**config.mk**
```make
export PLATFORM = sky130hd
export DESIGN_NAME = pau_lane
export DESIGN_NICKNAME = d
export VERILOG_FILES = /design/src/rtl/pau_pkg.sv /design/src/rtl/pau_lane.sv
export SDC_FILE = /design/constraint.sdc
export NUM_CORES = 1
export LEC_CHECK = 0
export ABC_AREA = 1
export BUFFER_PORTS_ARGS = -buffer_cell sky130_fd_sc_hd__buf_2
export CAP_MARGIN = 20
export CORE_UTILIZATION = 44
export DETAILED_ROUTE_END_ITERATION = 6
export GPL_TIMING_DRIVEN = 1
export MAX_ROUTING_LAYER = met4
export PLACE_DENSITY = 0.95
export SYNTH_ARGS = -nofsm -noshare
export SYNTH_HDL_FRONTEND = slang
export SYNTH_SLANG_ARGS = --single-unit
```
**constraint.sdc**
```tcl
create_clock -name vclk -period 1.9
set_clock_uncertainty 0.15 [all_clocks]
set_input_delay 0.095 -clock vclk [all_inputs]
set_output_delay 0.095 -clock vclk [all_outputs]
set_load 0.05 [all_outputs]
```
**src/rtl/pau_pkg.sv**
```systemverilog
// Shared constants, codes and types of the Pareto archive update block.
package pau_pkg;

    localparam int CAPACITY   = 64;
    localparam int NUM_OBJ    = 4;
    localparam int VALUE_BITS = 32;
    localparam int TAG_W      = 16;
    localparam int ADDR_W     = $clog2(CAPACITY);
    localparam int CNT_W      = $clog2(CAPACITY + 1);
    localparam int ENTRY_W    = TAG_W + NUM_OBJ * VALUE_BITS;
    localparam int NOBJ_W     = 3;
    localparam int STATUS_W   = 3;
    localparam int SIZE_W     = 7;

    localparam logic [STATUS_W-1:0] ST_INSERTED  = 3'd0;
    localparam logic [STATUS_W-1:0] ST_REJECTED  = 3'd1;
    localparam logic [STATUS_W-1:0] ST_FULL      = 3'd2;
    localparam logic [STATUS_W-1:0] ST_READ_OK   = 3'd3;
    localparam logic [STATUS_W-1:0] ST_OUT_RANGE = 3'd4;

    localparam logic       KIND_OFFER = 1'b0;
    localparam logic       KIND_READ  = 1'b1;

    localparam logic       CFG_DIR    = 1'b0;
    localparam logic       CFG_ACTIVE = 1'b1;

    typedef struct packed {
        logic s_win;
        logic c_win;
    } t_cmp;

    typedef struct packed {
        logic s_dom;
        logic c_dom;
    } t_dom;

endpackage

```
**src/rtl/pau_lane.sv**
```systemverilog
// One objective lane: compares a stored value against the candidate value.
module pau_lane (
    input  logic [pau_pkg::VALUE_BITS-1:0] i_stored,
    input  logic [pau_pkg::VALUE_BITS-1:0] i_cand,
    input  logic                           i_max,
    input  logic                           i_active,
    output pau_pkg::t_cmp                  o_cmp
);

    logic s_lt;
    logic c_lt;

    assign s_lt = $signed(i_stored) < $signed(i_cand);
    assign c_lt = $signed(i_cand) < $signed(i_stored);

    assign o_cmp.s_win = i_active & (i_max ? c_lt : s_lt);
    assign o_cmp.c_win = i_active & (i_max ? s_lt : c_lt);

endmodule

```
==> out/metrics.yaml, run 1 <==
global_routing:
  grt.overflow.total: 116
  grt_max_degree: 4
  grt_util_all_layers_pct: 77.55
status:
  outcome: "did not finish"
  error_line: "[ERROR GRT-0232] Routing congestion too high. Check the congestion heatmap in the GUI."
  lastStage: "global routing (5_1_grt)"
synthesis:
  synth_common_cells: "41 x inv_1, 32 x ha_1, 32 x nand2_1"
  synthCells: 153
  yosysMostFrequentCell: "inv_1"
  synth_top_area_share_pct: 41.67
  synth_area_sq_um: 960.9
  synth.distinct_cells: 20
  syn_avg_cell_area_sq_um: 6.281
  synthTopCellsByArea: "ha_1 42%, inv_1 16%, nand2_1 13%"
  ys_warn_count: 0
  syn_nets: 251
  yosysSeqAreaShare_pct: 0
  yosys.area.top_type: "ha_1"
place:
  placement.io_buffers: 68
  hpwl_um: 2059
  routabilityCongestion: 0.7432
clocking:
  cts_hold_buf: 0
sta:
  worstEpCategory: "output port"
  timing.grt.repair.worst_endpoint: "o_cmp[1]"
die:
  dieWidth_um: 48.73
  placementRows: 16
  ios: 68
  die_h_um: 48.73
  start_util_pct: 48.00
through the flow:
stage	TNS [ns]	setup slack (ns)	instance area [sq um]	hold WS [ns]	instances
after CTS	-0.009686	-0.009686	1670	0.4049	258
after detailed placement	-0.2224	-0.1258	1383	0.4512	253
after floorplan	-0.01649	-0.01649	970.9	0.2090	153
after global placement	-0.1419	-0.08257	1383	0.4420	253
metal layers:
layer | GRT overflow | global-route usage, %
met1 | 0 | 66.85
met2 | 80 | 113.0
met3 | 0 | 34.59
met4 | 36 | 97.55
met5 | - | -
timing repair:
item                       CTS
setup buffers                5
pin swaps                   31
cloned                       0
gates resized for setup     43
setup endpoints to repair    2
kinds of logic after synthesis:
| logic type | Yosys count | synth area share (%) |
|---|---|---|
| and+or+nand+nor | 56 | 28.65 |
| buffers and inverters | 44 | 17.19 |
| adders and majority gates | 32 | 41.67 |
| AOI/OAI and AO/OA | 21 | 12.50 |
==> run 2: changes to the inputs <==
Settings changed: CORE_AREA from default to 2 2 63 65, CORE_UTILIZATION 44 to default, DIE_AREA from default to 0 0 65 67, MAX_ROUTING_LAYER met4 to default, PLACE_DENSITY 0.95 to default, PLACE_DENSITY_LB_ADDON from default to 0.15.
==> run 2 against run 1 <==
Effect of this change: the run now ends clean; area after synthesis stayed put; synthesized cell count did not move.
==> out/metrics.yaml, run 2 <==
synthesis:
  synthTopCellsByArea: "ha_1 42%, inv_1 16%, nand2_1 13%"
  ys_warn_count: 0
  yosysMostFrequentCell: "inv_1"
  yosys.area.top_type: "ha_1"
  synth_area_sq_um: 960.9
  synth_common_cells: "41 x inv_1, 32 x ha_1, 32 x nand2_1"
  syn_avg_cell_area_sq_um: 6.281
  synth_top_area_share_pct: 41.67
  syn_nets: 251
  synth.distinct_cells: 20
  synthCells: 153
  yosysSeqAreaShare_pct: 0
routing:
  drc: 0
  wl_per_cell_um: 8.554
  dr.pass1.iters: 4
  drtIter0Drc: 7
  via_per_inst: 4.165
  routed_wl_um: 2378
  vias: 1158
  antenna_left: 0
sta:
  max_slew_margin_pct: 87.50
  maxSlewViolCount: 0
  max_slew.worst_pin.slew_ns: 0.1873
  setup_viol: 0
  rsz0062_at_grt: "true"
  post-route-period-util_pct: 98.29
  worst_slack_ns: 0.03243
  hold_viol_final: 0
  final.setup.tns_ns: 0
  fin_crit_ns: 1.868
  clock.fmax_mhz: 535.5
critical_path:
  critPathMaxStageDelay_ns: 0.26
  crit_fanout: 3
  crit_path_top_delay_cell: "ha_4"
  required_ns: 1.65
  crit_chain: "buf_2, inv_2, ha_4, nand2_4, nor2_4, nand4_4, nor3b_4, nand2_2, nand3_4, nand3_2, nand2_1, inv_1, nor2_2, buf_6"
  cp.arrival_ns: 1.62
  start_kind: "input pin"
  critPathKind: "in -> out"
  crit_path_end_kind: "output pin"
  critPathBufInv: 4
  path_delay_family: "simple AND/OR/NAND/NOR gates"
final_layout:
  num_antenna_cells: 0
  regArea_sq_um: 0
  clock_buffer_count: 0
  final_common_cell: "buf_2"
  fillerInstances: 381
  syn2layout_area_growth_pct: 87.11
  final_cell_mix: "60 x buf_2, 31 x inv_1, 24 x nand2_1"
  drive_gt1_share_pct: 60.00
  final_util_pct: 49.86
  multiInputGateArea_sq_um: 1111
  fin_cells: 278
  nFlopsAndLatches: 0
  fin_nets: 330
global_routing:
  grt_pass1_vias: 1078
  grt_max_degree: 4
  grt_pass1_wl_um: 3933
  grt_antenna_before_repair: 0
  grt_util_all_layers_pct: 10.55
  grt.overflow.total: 0
place:
  hpwl_um: 1880
  routabilityCongestion: 0.6855
  pre_cts_ws_ns: -0.1345
  placement.io_buffers: 68
  placed_cells: 275
power_and_ir_drop:
  peakVddDrop_mv: 0.1912
  p_per_area_nw_per_um2: 235.3
  power_leakage_uw: 0.001015
  total_power_uw: 423.1
die:
  ios: 68
  placementRows: 22
  core_area_sq_um: 3606
  start_util_pct: 26.65
  dieArea_sq_um: 4355
  dieWidth_um: 65
  die_h_um: 67
clocking:
  cts_hold_buf: 0
min_path:
  hold_path.class: "in -> out"
run:
  cap_violations: 0
status:
  outcome: "finished clean"
-- run 2: cell counts after synthesis --
No cell type changed its count.
-- run 2: through the flow --
stage	instance area [sq um]	hold slack [ns]
final	1798	0.3995
after global routing	1798	0.4273
after CTS	1655	0.4024
after detailed placement	1416	0.4507
after global placement	1416	0.4499
after floorplan	970.9	0.2090
-- run 2: worst paths after layout --
path,start,endpoint,depth (start not counted)
setup / recovery,i_stored[22],o_cmp[1],14
hold / removal,i_active,o_cmp[0],4
-- run 2: tightest hold or removal path: stages --
cell and delay [ns]:
buf_2 0.11, nand2_2 0.07, nor2_4 0.04, buf_8 0.13
-- run 2: cell type report --
type | count | share of cell area, %
multi-input cells | 109 | 61.80
inverters | 44 | 9.186
well taps | 48 | 3.340
repair buffers | 77 | 25.68
-- run 2: layer usage --
metal / wire length (um) / vias to the layer above / global-route usage [%] / part of all wire [%]
met2: 1189 / 36 / 21.78 / 50
met5: 0 / - / 0 / 0
met3: 166 / 0 / 0.5068 / 7.0
met1: 1023 / 488 / 12.50 / 43
met4: 0 / 0 / 0 / 0
li1: - / 634 / - / -
-- run 2: cells by family (layout without fill, tap and decap cells) --
group	count (synthesis)	count (layout)	synth area share, %
buf+inv	44	121	17.19
fa+ha+maj	32	32	41.67
compound gates	21	21	12.50
simple gates	56	56	28.65
-- run 2: repair_timing --
action / CTS / global route
endpoints found under the setup margin: 2 / 2
buffers inserted: 2 / 1
cloned: 0 / 0
resized for setup: 37 / 29
pin swaps: 23 / 20
-- run 2: report_power, final --
part	switching [uW]	internal, uW	total, uW	leakage (uW)
logic	203	221	423	0.00102
clock network	0	0	0	0
registers	0	0	0	0
total	203	221	423	0.00102
Power figures use the tool's default switching activity.
