<file path="config.mk">
export PLATFORM = sky130hd
export DESIGN_NAME = pau_ram
export DESIGN_NICKNAME = d
export VERILOG_FILES = /design/src/rtl/pau_ram.sv
export SDC_FILE = /design/constraint.sdc
export NUM_CORES = 1
export LEC_CHECK = 0
export ABC_AREA = 1
export BUFFER_PORTS_ARGS = -buffer_cell sky130_fd_sc_hd__clkbuf_2
export CELL_PAD_IN_SITES_DETAIL_PLACEMENT = 0
export CELL_PAD_IN_SITES_GLOBAL_PLACEMENT = 1
export CORE_ASPECT_RATIO = 0.7
export CORE_UTILIZATION = 52
export DETAILED_ROUTE_END_ITERATION = 7
export PLACE_DENSITY = 0.94
export SLEW_MARGIN = 10
export SYNTH_ARGS = -nofsm -noshare
export SYNTH_HDL_FRONTEND = slang
export SYNTH_SLANG_ARGS = --single-unit
</file>
<file path="constraint.sdc">
create_clock -name i_clk -period 1.8 [get_ports i_clk]
set_input_delay 0.36 -clock i_clk [delete_from_list [all_inputs] [get_ports i_clk]]
set_output_delay 0.36 -clock i_clk [all_outputs]
set_load 0.05 [all_outputs]
</file>
<file path="src/rtl/pau_ram.sv">
// Generic single-write, single-read RAM with registered read data.
module pau_ram #(
    parameter int WIDTH = 8,
    parameter int DEPTH = 16
) (
    input  logic                     i_clk,
    input  logic                     i_we,
    input  logic [$clog2(DEPTH)-1:0] i_waddr,
    input  logic [WIDTH-1:0]         i_wdata,
    input  logic [$clog2(DEPTH)-1:0] i_raddr,
    output logic [WIDTH-1:0]         o_rdata
);

    logic [WIDTH-1:0] r_mem [DEPTH];
    logic [WIDTH-1:0] r_rdata;

    always_ff @(posedge i_clk) begin
        if (i_we) begin
            r_mem[i_waddr] <= i_wdata;
        end
        r_rdata <= r_mem[i_raddr];
    end

    assign o_rdata = r_rdata;

endmodule

</file>
==> run_results.csv, run 1 <==
group,metric,value,unit
floorplan,ioPinCount,26,
yosys,async_reset_ff_share,0,%
power,irDropWorstVdd,1110,uV
floorplan,die_width,128,um
yosys,yosys-top-cells-count,"nand2_1 (173), edfxtp_1 (128), inv_1 (100), nand3_1 (97), nor2_1 (17)",
clock_tree,insertion_delay,410,ps
yosys,synth_top_cell_by_area,"edfxtp_1",
cells_and_area,num_antenna_cells,0,
power,p_leak,2.96,nW
clock_tree,clk_pin_slew,50,ps
worst_setup_path,cp.required,1440,ps
place,dp_slack,294,ps
worst_setup_path,rrSetupSlack,710,ps
sta,slew_headroom,57.9,%
clock_tree,cts_buffers,17,
drt,wl_per_cell,17.4,um
power,comb_power_share,6.5,%
yosys,yosysSeqAreaShare,69.4,%
cells_and_area,drive_above_1_share,13.0,%
yosys,synthMuxAreaShare,0,%
yosys,synth-adder-area-share,0,%
worst_hold_path,hold_class,"input port to flip-flop",
worst_setup_path,cp_slowest_cell,"dfxtp_1",
worst_setup_path,criticalPathCategory,"flip-flop to primary output",
status,status,"completed",
yosys,synth_xor_area_share,0,%
sta,tns,0,ps
cells_and_area,fillCellCount,832,
power,power_density,1150,mW/mm2
worst_setup_path,cp_top_family,"flip-flops",
sta,clock.fmax,0.704,GHz
global_route,grt_pass1_vias,3823,
power,power_frac_seq,46.0,%
sta,setup_viol,0,
yosys,synth_top_family_by_area,"simple AND/OR/NAND/NOR gates",
drt,antenna_left,0,
floorplan,initial_core_util,54.7,%
flow_run,drv_cap,0,
worst_setup_path,worst_ep_arrival_time,1060,ps
global_route,antenna_found_initial,0,
yosys,yosys_warnings,0,
yosys,synth.top_cell.area_share,66.7,%
yosys,synth_fp_nets,569,
sta,finClkSkew,7.09,ps
power,clkPwrFrac,47.5,%
power,power,7.76,mW
worst_setup_path,path_buf_inv,1,
place,portBuffers,25,
global_route,grt_usage,25.1,%
worst_setup_path,path_cells,"clkbuf_2",
place,dpl.hpwl,7.99,mm
sta,hold_viol,0,
drt,routed-via-count,3982,
sta,drv_slew,0,
drt,detail_route.first_pass.iterations,5,
yosys,netlist_instances,551,
clock_tree,cts_tree,"yes",
floorplan,dieHeight,90.1,um
yosys,synthTopCellsByArea,"edfxtp_1 (67%), nand2_1 (11%), nand3_1 (8.4%), inv_1 (6.5%), dfxtp_1 (2.8%)",
sta,period_share,78.9,%
yosys,synth_compound_area_share,0,%
power,switching_power,1.63,mW
drt,drt_iter0_markers,409,
power,p_int,6.12,mW
worst_setup_path,end_kind,"primary output",
worst_setup_path,critPathLaunchType,"flip-flop",
yosys,synth.most_common_cell,"nand2_1",
floorplan,placement_rows,31,
drt,drc,0,
worst_setup_path,crit_path_max_incr_delay,360,ps
sta,holdWs,354,ps
clock_tree,clock_path_buffers,2,
power,switching_share,21.0,%
sta,grt_setup_unrepaired,"no",
clock_tree,holdBufCountCts,0,
cells_and_area,area_growth,16.9,%
drt,drt-total-wl,13.1,mm
clock_tree,post_cts_buffers,0,
yosys,synth_cell_type_count,12,
clock_tree,root_buffer,"clkbuf_16",
global_route,grt_pass1_wl,20.9,mm
drt,via_per_inst,5.27,
sta,fin_crit,1420,ps
sta,tightest_slew,630,ps
yosys,ys.flop_type,"edfxtp_1",
yosys,postSynthAreaPerCell,10.5,um2
global_route,grt_max_degree,43,
global_route,overflow,0,
floorplan,core_area,0.0106,mm2
place,place.gp.congestion,0.798,
yosys,yosys.area_share.simple,21.0,%
cells_and_area,nNetsFinal,612,
clock_tree,h-tree-depth,4,
clock_tree,post_cts_resized,0,
yosys,synth_seq_cells,136,
worst_setup_path,critPathMaxFanout,1,
floorplan,die_area,0.0115,mm2
sta,fin_ws,379,ps
yosys,synth_edf_count,128,
yosys,syn_area,0.00577,mm2
clock_tree,clock_sinks,136,
-- through the flow --
stage / utilization (%) / instance area [um2] / std cells
5_1_grt: 63.9 / 6740 / 755
2_1_floorplan: - / 5770 / 551
6_report: 63.9 / 6740 / 755
3_5_place_dp: 57.9 / 6110 / 723
3_3_place_gp: 57.9 / 6110 / 723
4_1_cts: 63.9 / 6740 / 755
-- power by group through the flow --
stage | combinational, mW | sequential [mW] | clock, mW
after floorplan | 0.250 | 3.70 | 0
after global placement | 0.490 | 3.63 | 0
after detailed placement | 0.501 | 3.63 | 0
after CTS | 0.505 | 3.57 | 3.70
after global routing | 0.554 | 3.57 | 3.84
final | 0.506 | 3.57 | 3.68
-- final timing paths --
kind | cells past startpoint | endpoint | start
setup / recovery | 1 | o_rdata[0] | o_rdata[0]$_DFF_P_
hold / removal | 3 | o_rdata[4]$_DFF_P_ | i_raddr[3]
setup reg to reg | 6 | o_rdata[5]$_DFF_P_ | r_mem[0][5]$_DFFE_PP_
hold reg to reg | 6 | o_rdata[4]$_DFF_P_ | r_mem[14][4]$_DFFE_PP_
-- cells in the final DEF (no fill, tap or decap), drive strengths merged --
cell,count
buf,23
bufinv,4
clkbuf,48
clkinv,5
dfxtp,8
edfxtp,128
inv,102
nand2,173
nand3,97
nand3b,2
nor2,17
-- layout make-up --
| type | instances | area (um2) | share of cell area [%] |
|---|---|---|---|
| sequential | 136 | 4000 | 59.4 |
| multi-input combinational | 289 | 1210 | 18.0 |
| clock buffer | 23 | 488 | 7.24 |
| inverter | 102 | 383 | 5.68 |
| timing repair buffer | 48 | 323 | 4.79 |
| tap | 148 | 185 | 2.75 |
| clock inverter | 9 | 144 | 2.13 |
-- kinds of logic (layout without fill, tap and decap cells) --
kind of cell / count (synthesis) / count (layout)
flops: 136 / 136
simple gates: 289 / 289
buf+inv: 126 / 182
-- sequential cells by signal, indices dropped and copies added (netlist names) --
| register | flops |
|---|---|
| r_mem | 128 |
| o_rdata | 8 |
-- layer usage --
metal  track usage, %  up-vias  share of wire, %
met4             7.55        0               1.1
met1             37.4     1889                44
li1                 -     1858                 -
met5                0        -                 0
met3             6.96       16                10
met2             35.6      219                44
No activity file was read; power rests on OpenSTA's default activity.
==> run 2: changes to the inputs <==
--- a/config.mk
+++ b/config.mk
@@ -5,14 +5,14 @@
 export SDC_FILE = /design/constraint.sdc
 export NUM_CORES = 1
 export LEC_CHECK = 0
-export ABC_AREA = 1
+export ABC_AREA = 0
 export BUFFER_PORTS_ARGS = -buffer_cell sky130_fd_sc_hd__clkbuf_2
 export CELL_PAD_IN_SITES_DETAIL_PLACEMENT = 0
 export CELL_PAD_IN_SITES_GLOBAL_PLACEMENT = 1
 export CORE_ASPECT_RATIO = 0.7
-export CORE_UTILIZATION = 52
+export CORE_UTILIZATION = 48
 export DETAILED_ROUTE_END_ITERATION = 7
-export PLACE_DENSITY = 0.94
+export PLACE_DENSITY = 0.84
 export SLEW_MARGIN = 10
 export SYNTH_ARGS = -nofsm -noshare
 export SYNTH_HDL_FRONTEND = slang
==> constraint.sdc (replaced) <==
create_clock -name i_clk -period 1.26 [get_ports i_clk]
set_input_delay 0.252 -clock i_clk [delete_from_list [all_inputs] [get_ports i_clk]]
set_output_delay 0.252 -clock i_clk [all_outputs]
set_load 0.05 [all_outputs]
==> run 2 against run 1 <==
  * The flow now finishes with violations (negative setup slack)
  * Via count fell by 37%
  * Non-clock buffer count grew 11
  * Synthesized cell count fell by 58%
  * First-iteration DRC count fell by 49%
  * Cell area decreased by 5.8%
  * Global-route usage decreased by 5.8 points
  * Critical path depth grew 2
  * Utilization decreased by 2.8 points
  * Clock skew is 2.5 ps lower
  * Sequential share of layout area increased by 3.7 points
  * Sequential power up 43%
  * Clock power rose by 27%
  * Critical path type is now flip-flop to flip-flop
==> run_results.csv, run 2 <==
group,metric,value,unit
place,portBuffers,25,
worst_setup_path,end_kind,"flip-flop",
yosys,synth_compound_area_share,2.33,%
sta,fin_ws,-0.662,ps
sta,clock.fmax,0.793,GHz
cells_and_area,final_common_cell,"edfxtp_1",
floorplan,die_area,0.0111,mm2
worst_setup_path,critPathMaxFanout,1,
global_route,antenna_found_initial,0,
drt,detail_route.first_pass.iterations,4,
yosys,synth_top_cell_by_area,"edfxtp_1",
power,power_density,1650,mW/mm2
cells_and_area,largest-register,"r_mem",
drt,via_per_inst,5.71,
sta,holdWs,249,ps
drt,drc,0,
sta,slew_headroom,37.9,%
cells_and_area,final_core_util,61.1,%
floorplan,ioPinCount,26,
cells_and_area,nNetsFinal,315,
status,violations,"negative setup slack",
clock_tree,clk_pin_slew,50,ps
worst_setup_path,path_cells,"mux4_2, a22oi_2, nand2_1",
power,switching_power,2.13,mW
sta,fin_crit,1260,ps
yosys,synth-adder-area-share,0,%
power,switching_share,20.4,%
sta,tns,-0.662,ps
sta,tightest_slew,929,ps
yosys,synth_seq_cells,136,
yosys,synth.most_common_cell,"edfxtp_1",
floorplan,dieHeight,88.6,um
clock_tree,post_cts_buffers,0,
flow_run,drv_cap,0,
cells_and_area,drive_above_1_share,43.2,%
power,comb_power_share,6.4,%
global_route,grt_pass1_wl,14.8,mm
sta,hold_viol,0,
yosys,netlist_instances,229,
floorplan,placement_rows,31,
cells_and_area,largest_reg_flops,128,
power,power_frac_seq,48.8,%
worst_setup_path,critPathLaunchType,"flip-flop",
clock_tree,cts_tree,"yes",
cells_and_area,num_antenna_cells,0,
global_route,overflow,0,
cells_and_area,design_area,0.00635,mm2
sta,grt_setup_unrepaired,"yes",
yosys,postSynthAreaPerCell,22.5,um2
yosys,synth_xor_area_share,0,%
place,dpl-instance-area,0.00571,mm2
worst_hold_path,hold_class,"input port to flip-flop",
clock_tree,clock_path_buffers,2,
drt,routed-via-count,2522,
clock_tree,insertion_delay,410,ps
floorplan,initial_core_util,49.5,%
yosys,synth_cell_type_count,19,
drt,drt_iter0_markers,210,
floorplan,die_width,126,um
yosys,async_reset_ff_share,0,%
yosys,yosys_warnings,0,
yosys,yosys.area_share.simple,3.18,%
floorplan,core_area,0.0104,mm2
yosys,yosys-top-cells-count,"edfxtp_1 (128), mux4_2 (18), a22oi_1 (16), mux4_1 (14), nor2_1 (13)",
sta,drv_slew,0,
place,dp_slack,-337,ps
yosys,synth.top_cell.area_share,74.7,%
clock_tree,cts_buffers,17,
yosys,synth_fp_nets,247,
clock_tree,root_buffer,"clkbuf_16",
sta,period_share,100,%
global_route,grt_usage,19.3,%
worst_setup_path,cp_slowest_cell,"mux4_2",
yosys,synth_edf_count,128,
worst_setup_path,criticalPathCategory,"flip-flop to flip-flop",
clock_tree,clock_sinks,136,
drt,drt-total-wl,9.64,mm
yosys,ys.flop_type,"edfxtp_1",
global_route,grt_pass1_vias,2550,
drt,wl_per_cell,21.8,um
place,place.gp.congestion,0.728,
place,dpl.hpwl,6.34,mm
yosys,synthMuxAreaShare,15.0,%
power,irDropWorstVdd,1030,uV
clock_tree,h-tree-depth,4,
sta,finClkSkew,4.64,ps
yosys,synthTopCellsByArea,"edfxtp_1 (75%), mux4_2 (7.9%), mux4_1 (7.1%), dfxtp_1 (3.1%), a22oi_1 (2.3%)",
worst_setup_path,crit_path_max_incr_delay,490,ps
yosys,syn_area,0.00515,mm2
sta,setup_viol,1,
status,status,"finished with violations",
power,p_leak,2.15,nW
cells_and_area,layout_common_cells,"edfxtp_1 (128), mux4_2 (31), buf_4 (28)",
power,p_int,8.32,mW
global_route,grt_max_degree,20,
cells_and_area,area_growth,23.3,%
worst_setup_path,cp.required,1550,ps
power,clkPwrFrac,44.8,%
yosys,yosysSeqAreaShare,77.8,%
worst_setup_path,worst_ep_arrival_time,1550,ps
yosys,synth_top_family_by_area,"multiplexers",
drt,antenna_left,0,
-- run 2: cell count changes in the layout (fill, tap and decap cells not counted), sizes merged, moves of 8 or more --
cell,delta
a22oi,+16
buf,+17
clkbuf,-8
inv,-102
mux4,+32
nand2,-164
nand3,-96
-- run 2: worst max-delay path, delay by kind of cell (launching register included) --
| family | cells | cell delay (ps) |
|---|---|---|
| muxes | 1 | 490 |
| and+or+nand+nor | 1 | 80 |
| AOI/OAI and AO/OA | 1 | 200 |
| DFF | 1 | 380 |
-- run 2: through the flow --
step	total power, mW	std cells
final	10.5	442
after detailed placement	5.82	410
after global placement	5.80	410
after floorplan	5.57	229
after CTS	10.5	442
after global routing	10.8	442
-- run 2: final timing paths --
path	from	depth (start not counted)	slack, ps	to
worst max-delay path	r_mem[11][2]$_DFFE_PP_	3	-0.7	o_rdata[2]$_DFF_P_
worst min-delay path	i_wdata[6]	1	250	r_mem[2][6]$_DFFE_PP_
worst max register to register	r_mem[11][2]$_DFFE_PP_	3	-0.7	o_rdata[2]$_DFF_P_
worst min register to register	r_mem[14][7]$_DFFE_PP_	3	680	o_rdata[7]$_DFF_P_
-- run 2: power groups by stage --
| stage | clock [mW] | sequential, mW | combinational [mW] |
|---|---|---|---|
| after floorplan | 0 | 5.28 | 0.288 |
| after global placement | 0 | 5.18 | 0.619 |
| after detailed placement | 0 | 5.19 | 0.633 |
| after CTS | 4.76 | 5.10 | 0.661 |
| after global routing | 4.96 | 5.11 | 0.712 |
| final | 4.68 | 5.10 | 0.667 |
-- run 2: metal layers --
metal	vias to the layer above	wire length, um	GRT usage (%)
li1	1101	-	-
met1	1311	4400	27.1
met2	100	4480	29.1
met3	10	673	6.71
met4	0	87	5.59
met5	-	0	0
-- run 2: kinds of logic after synthesis --
family / Yosys count
DFF: 136
and+or+nand+nor: 35
muxes: 32
AOI/OAI and AO/OA: 16
buffers and inverters: 10
-- run 2: repair_timing --
item | in CTS | in global routing
pin swaps | 0 | 1
hold buffers | 0 | 0
gates resized for setup | 11 | 12
endpoints found under the setup margin | 7 | 13
gates cloned | 0 | 0
-- run 2: cell type report --
type                            instances  area [um2]
Sequential cell                       136        4010
Clock buffer                           21         460
Tap cell                              132         165
Clock inverter                         11         104
Timing Repair Buffer                   59         513
Multi-Input combinational cell         83        1100
Fill cell                             749        4050
==> run 3: changes to the inputs <==
--- a/config.mk
+++ b/config.mk
@@ -12,7 +12,7 @@
 export CORE_ASPECT_RATIO = 0.7
 export CORE_UTILIZATION = 48
 export DETAILED_ROUTE_END_ITERATION = 7
-export PLACE_DENSITY = 0.84
+export PLACE_DENSITY = 0.7
 export SLEW_MARGIN = 10
 export SYNTH_ARGS = -nofsm -noshare
 export SYNTH_HDL_FRONTEND = slang
==> run 3 against run 2 <==
  * The flow now finishes without violations
  * Total power barely moved
  * Flip-flop and latch count did not move
  * Cell area rose by 0.83%
  * First-iteration DRC count fell by 11%
  * Global-route usage rose by 0.84 points
  * Via count fell by 2.6%
  * Utilization rose by 0.51 points
  * Die area did not move
  * Register-to-register slack barely moved
  * Maximum frequency rose by 0.68%
  * Sequential share of layout area fell by 0.48 points
  * Clock skew rose by 12 ps
==> run_results.csv, run 3 (synthesis gave the netlist of run 2 again) <==
group,metric,value,unit
clock_tree,clock_path_buffers,2,
sta,fin_crit,1250,ps
drt,routed-via-count,2456,
drt,detail_route.first_pass.iterations,4,
power,power_density,1630,mW/mm2
floorplan,core_area,0.0104,mm2
drt,top_layer,"met4",
cells_and_area,largest_reg_flops,128,
sta,period_share,99.4,%
clock_tree,holdBufCountCts,0,
power,comb_power_share,6.7,%
drt,drc,0,
cells_and_area,largest-register,"r_mem",
drt,wl_per_cell,22.4,um
power,switching_power,2.21,mW
drt,via_per_inst,5.56,
sta,holdWs,247,ps
clock_tree,cts_tree,"yes",
clock_tree,post_cts_buffers,0,
power,irDropWorstVdd,980,uV
sta,tightest_slew,829,ps
global_route,antenna_found_initial,0,
clock_tree,cts_buffers,17,
status,status,"completed",
sta,finClkSkew,16.6,ps
cells_and_area,area_growth,24.3,%
worst_setup_path,worst_ep_arrival_time,1550,ps
floorplan,ioPinCount,26,
cells_and_area,multi_input_area,0.00108,mm2
worst_setup_path,r2r_cells,3,
place,dp_slack,-399,ps
cells_and_area,final_core_util,61.6,%
worst_setup_path,rrSetupSlack,8,ps
global_route,grt_usage,20.2,%
sta,setup_viol,0,
sta,fin_ws,7.89,ps
floorplan,die_width,126,um
power,p_leak,2.15,nW
place,dpl.hpwl,6.45,mm
worst_setup_path,critPathLaunchType,"flip-flop",
power,clkPwrFrac,44.6,%
cells_and_area,nNetsFinal,315,
sta,clock.fmax,0.799,GHz
worst_setup_path,reg2reg_from,"r_mem[11][1]$_DFFE_PP_",
cells_and_area,layout_common_cells,"edfxtp_1 (128), mux4_2 (32), buf_4 (22)",
worst_setup_path,startpoint,"r_mem[11][1]$_DFFE_PP_",
cells_and_area,final_common_cell,"edfxtp_1",
clock_tree,clock_sinks,136,
flow_run,drv_cap,0,
sta,slew_headroom,44.6,%
sta,tns,0,ps
floorplan,initial_core_util,49.5,%
cells_and_area,regArea,0.00401,mm2
place,portBuffers,25,
worst_setup_path,criticalPathCategory,"flip-flop to flip-flop",
place,place.gp.congestion,0.716,
clock_tree,clk_pin_slew,60,ps
cells_and_area,layoutNonFillerInstCount,442,
worst_hold_path,min_path_cells,1,
power,power_frac_seq,48.8,%
power,power,10.5,mW
drt,antenna_left,0,
cells_and_area,num_antenna_cells,0,
worst_setup_path,end_kind,"flip-flop",
power,switching_share,21.1,%
sta,grt_setup_unrepaired,"yes",
floorplan,placement_rows,31,
cells_and_area,fillCellCount,734,
global_route,grt_max_degree,20,
drt,wl_met1,4.71,mm
drt,drt_iter0_markers,186,
clock_tree,root_buffer,"clkbuf_16",
power,p_int,8.24,mW
place,dp_cells,410,
global_route,grt_pass1_vias,2536,
floorplan,dieHeight,88.6,um
sta,drv_slew,0,
floorplan,die_area,0.0111,mm2
place,dpl-instance-area,0.00577,mm2
worst_setup_path,critPathMaxFanout,1,
worst_hold_path,hold_class,"input port to flip-flop",
global_route,grt_pass1_wl,15.0,mm
cells_and_area,drive_above_1_share,43.2,%
drt,met2_length,4.53,mm
drt,drt-total-wl,9.88,mm
global_route,overflow,0,
drt,wl_met3,514,um
worst_setup_path,cp.required,1550,ps
clock_tree,h-tree-depth,4,
worst_hold_path,hold_path_startpoint,"i_wdata[3]",
clock_tree,insertion_delay,420,ps
sta,hold_viol,0,
cells_and_area,design_area,0.00640,mm2
==> run 3: cell types whose count changed in the layout (fill, tap and decap cells not counted), sizes merged <==
cell	delta
clkinvlp	+2
buf	-3
clkinv	+1
==> run 3: worst paths after layout <==
path / end
max: o_rdata[1]$_DFF_P_
min: r_mem[13][3]$_DFFE_PP_
max reg2reg: o_rdata[1]$_DFF_P_
min reg2reg: o_rdata[1]$_DFF_P_
==> run 3: timing repair <==
action / 4_1_cts / 5_1_grt
setup endpoints to repair: 9 / 11
resized for setup: 15 / 11
pin swaps: 1 / 1
==> run 3: layer usage <==
metal	GRT usage, %	up-vias
met5	0	-
met4	8.43	0
met3	6.71	10
met2	29.8	68
met1	27.9	1277
li1	-	1101
==> run 3: final cells by class <==
type,count,share of cell area (%)
clock buffer,18,6.71
sequential,136,62.6
multi-input combinational,83,16.9
tap,132,2.58
timing repair buffer,59,9.11
clock inverter,14,2.09
==> run 3: power groups by stage <==
stage | Clock (mW) | Sequential (mW) | Combinational, mW
3_5_place_dp | 0 | 5.19 | 0.662
5_1_grt | 4.95 | 5.11 | 0.741
4_1_cts | 4.73 | 5.10 | 0.696
2_1_floorplan | 0 | 5.28 | 0.288
3_3_place_gp | 0 | 5.18 | 0.654
6_report | 4.66 | 5.10 | 0.696
==> run 3: worst max-delay path, stage by stage (launching register included) <==
cell	delay, ps
edfxtp_1	370
mux4_2	490
a22oi_2	210
nand2_1	70
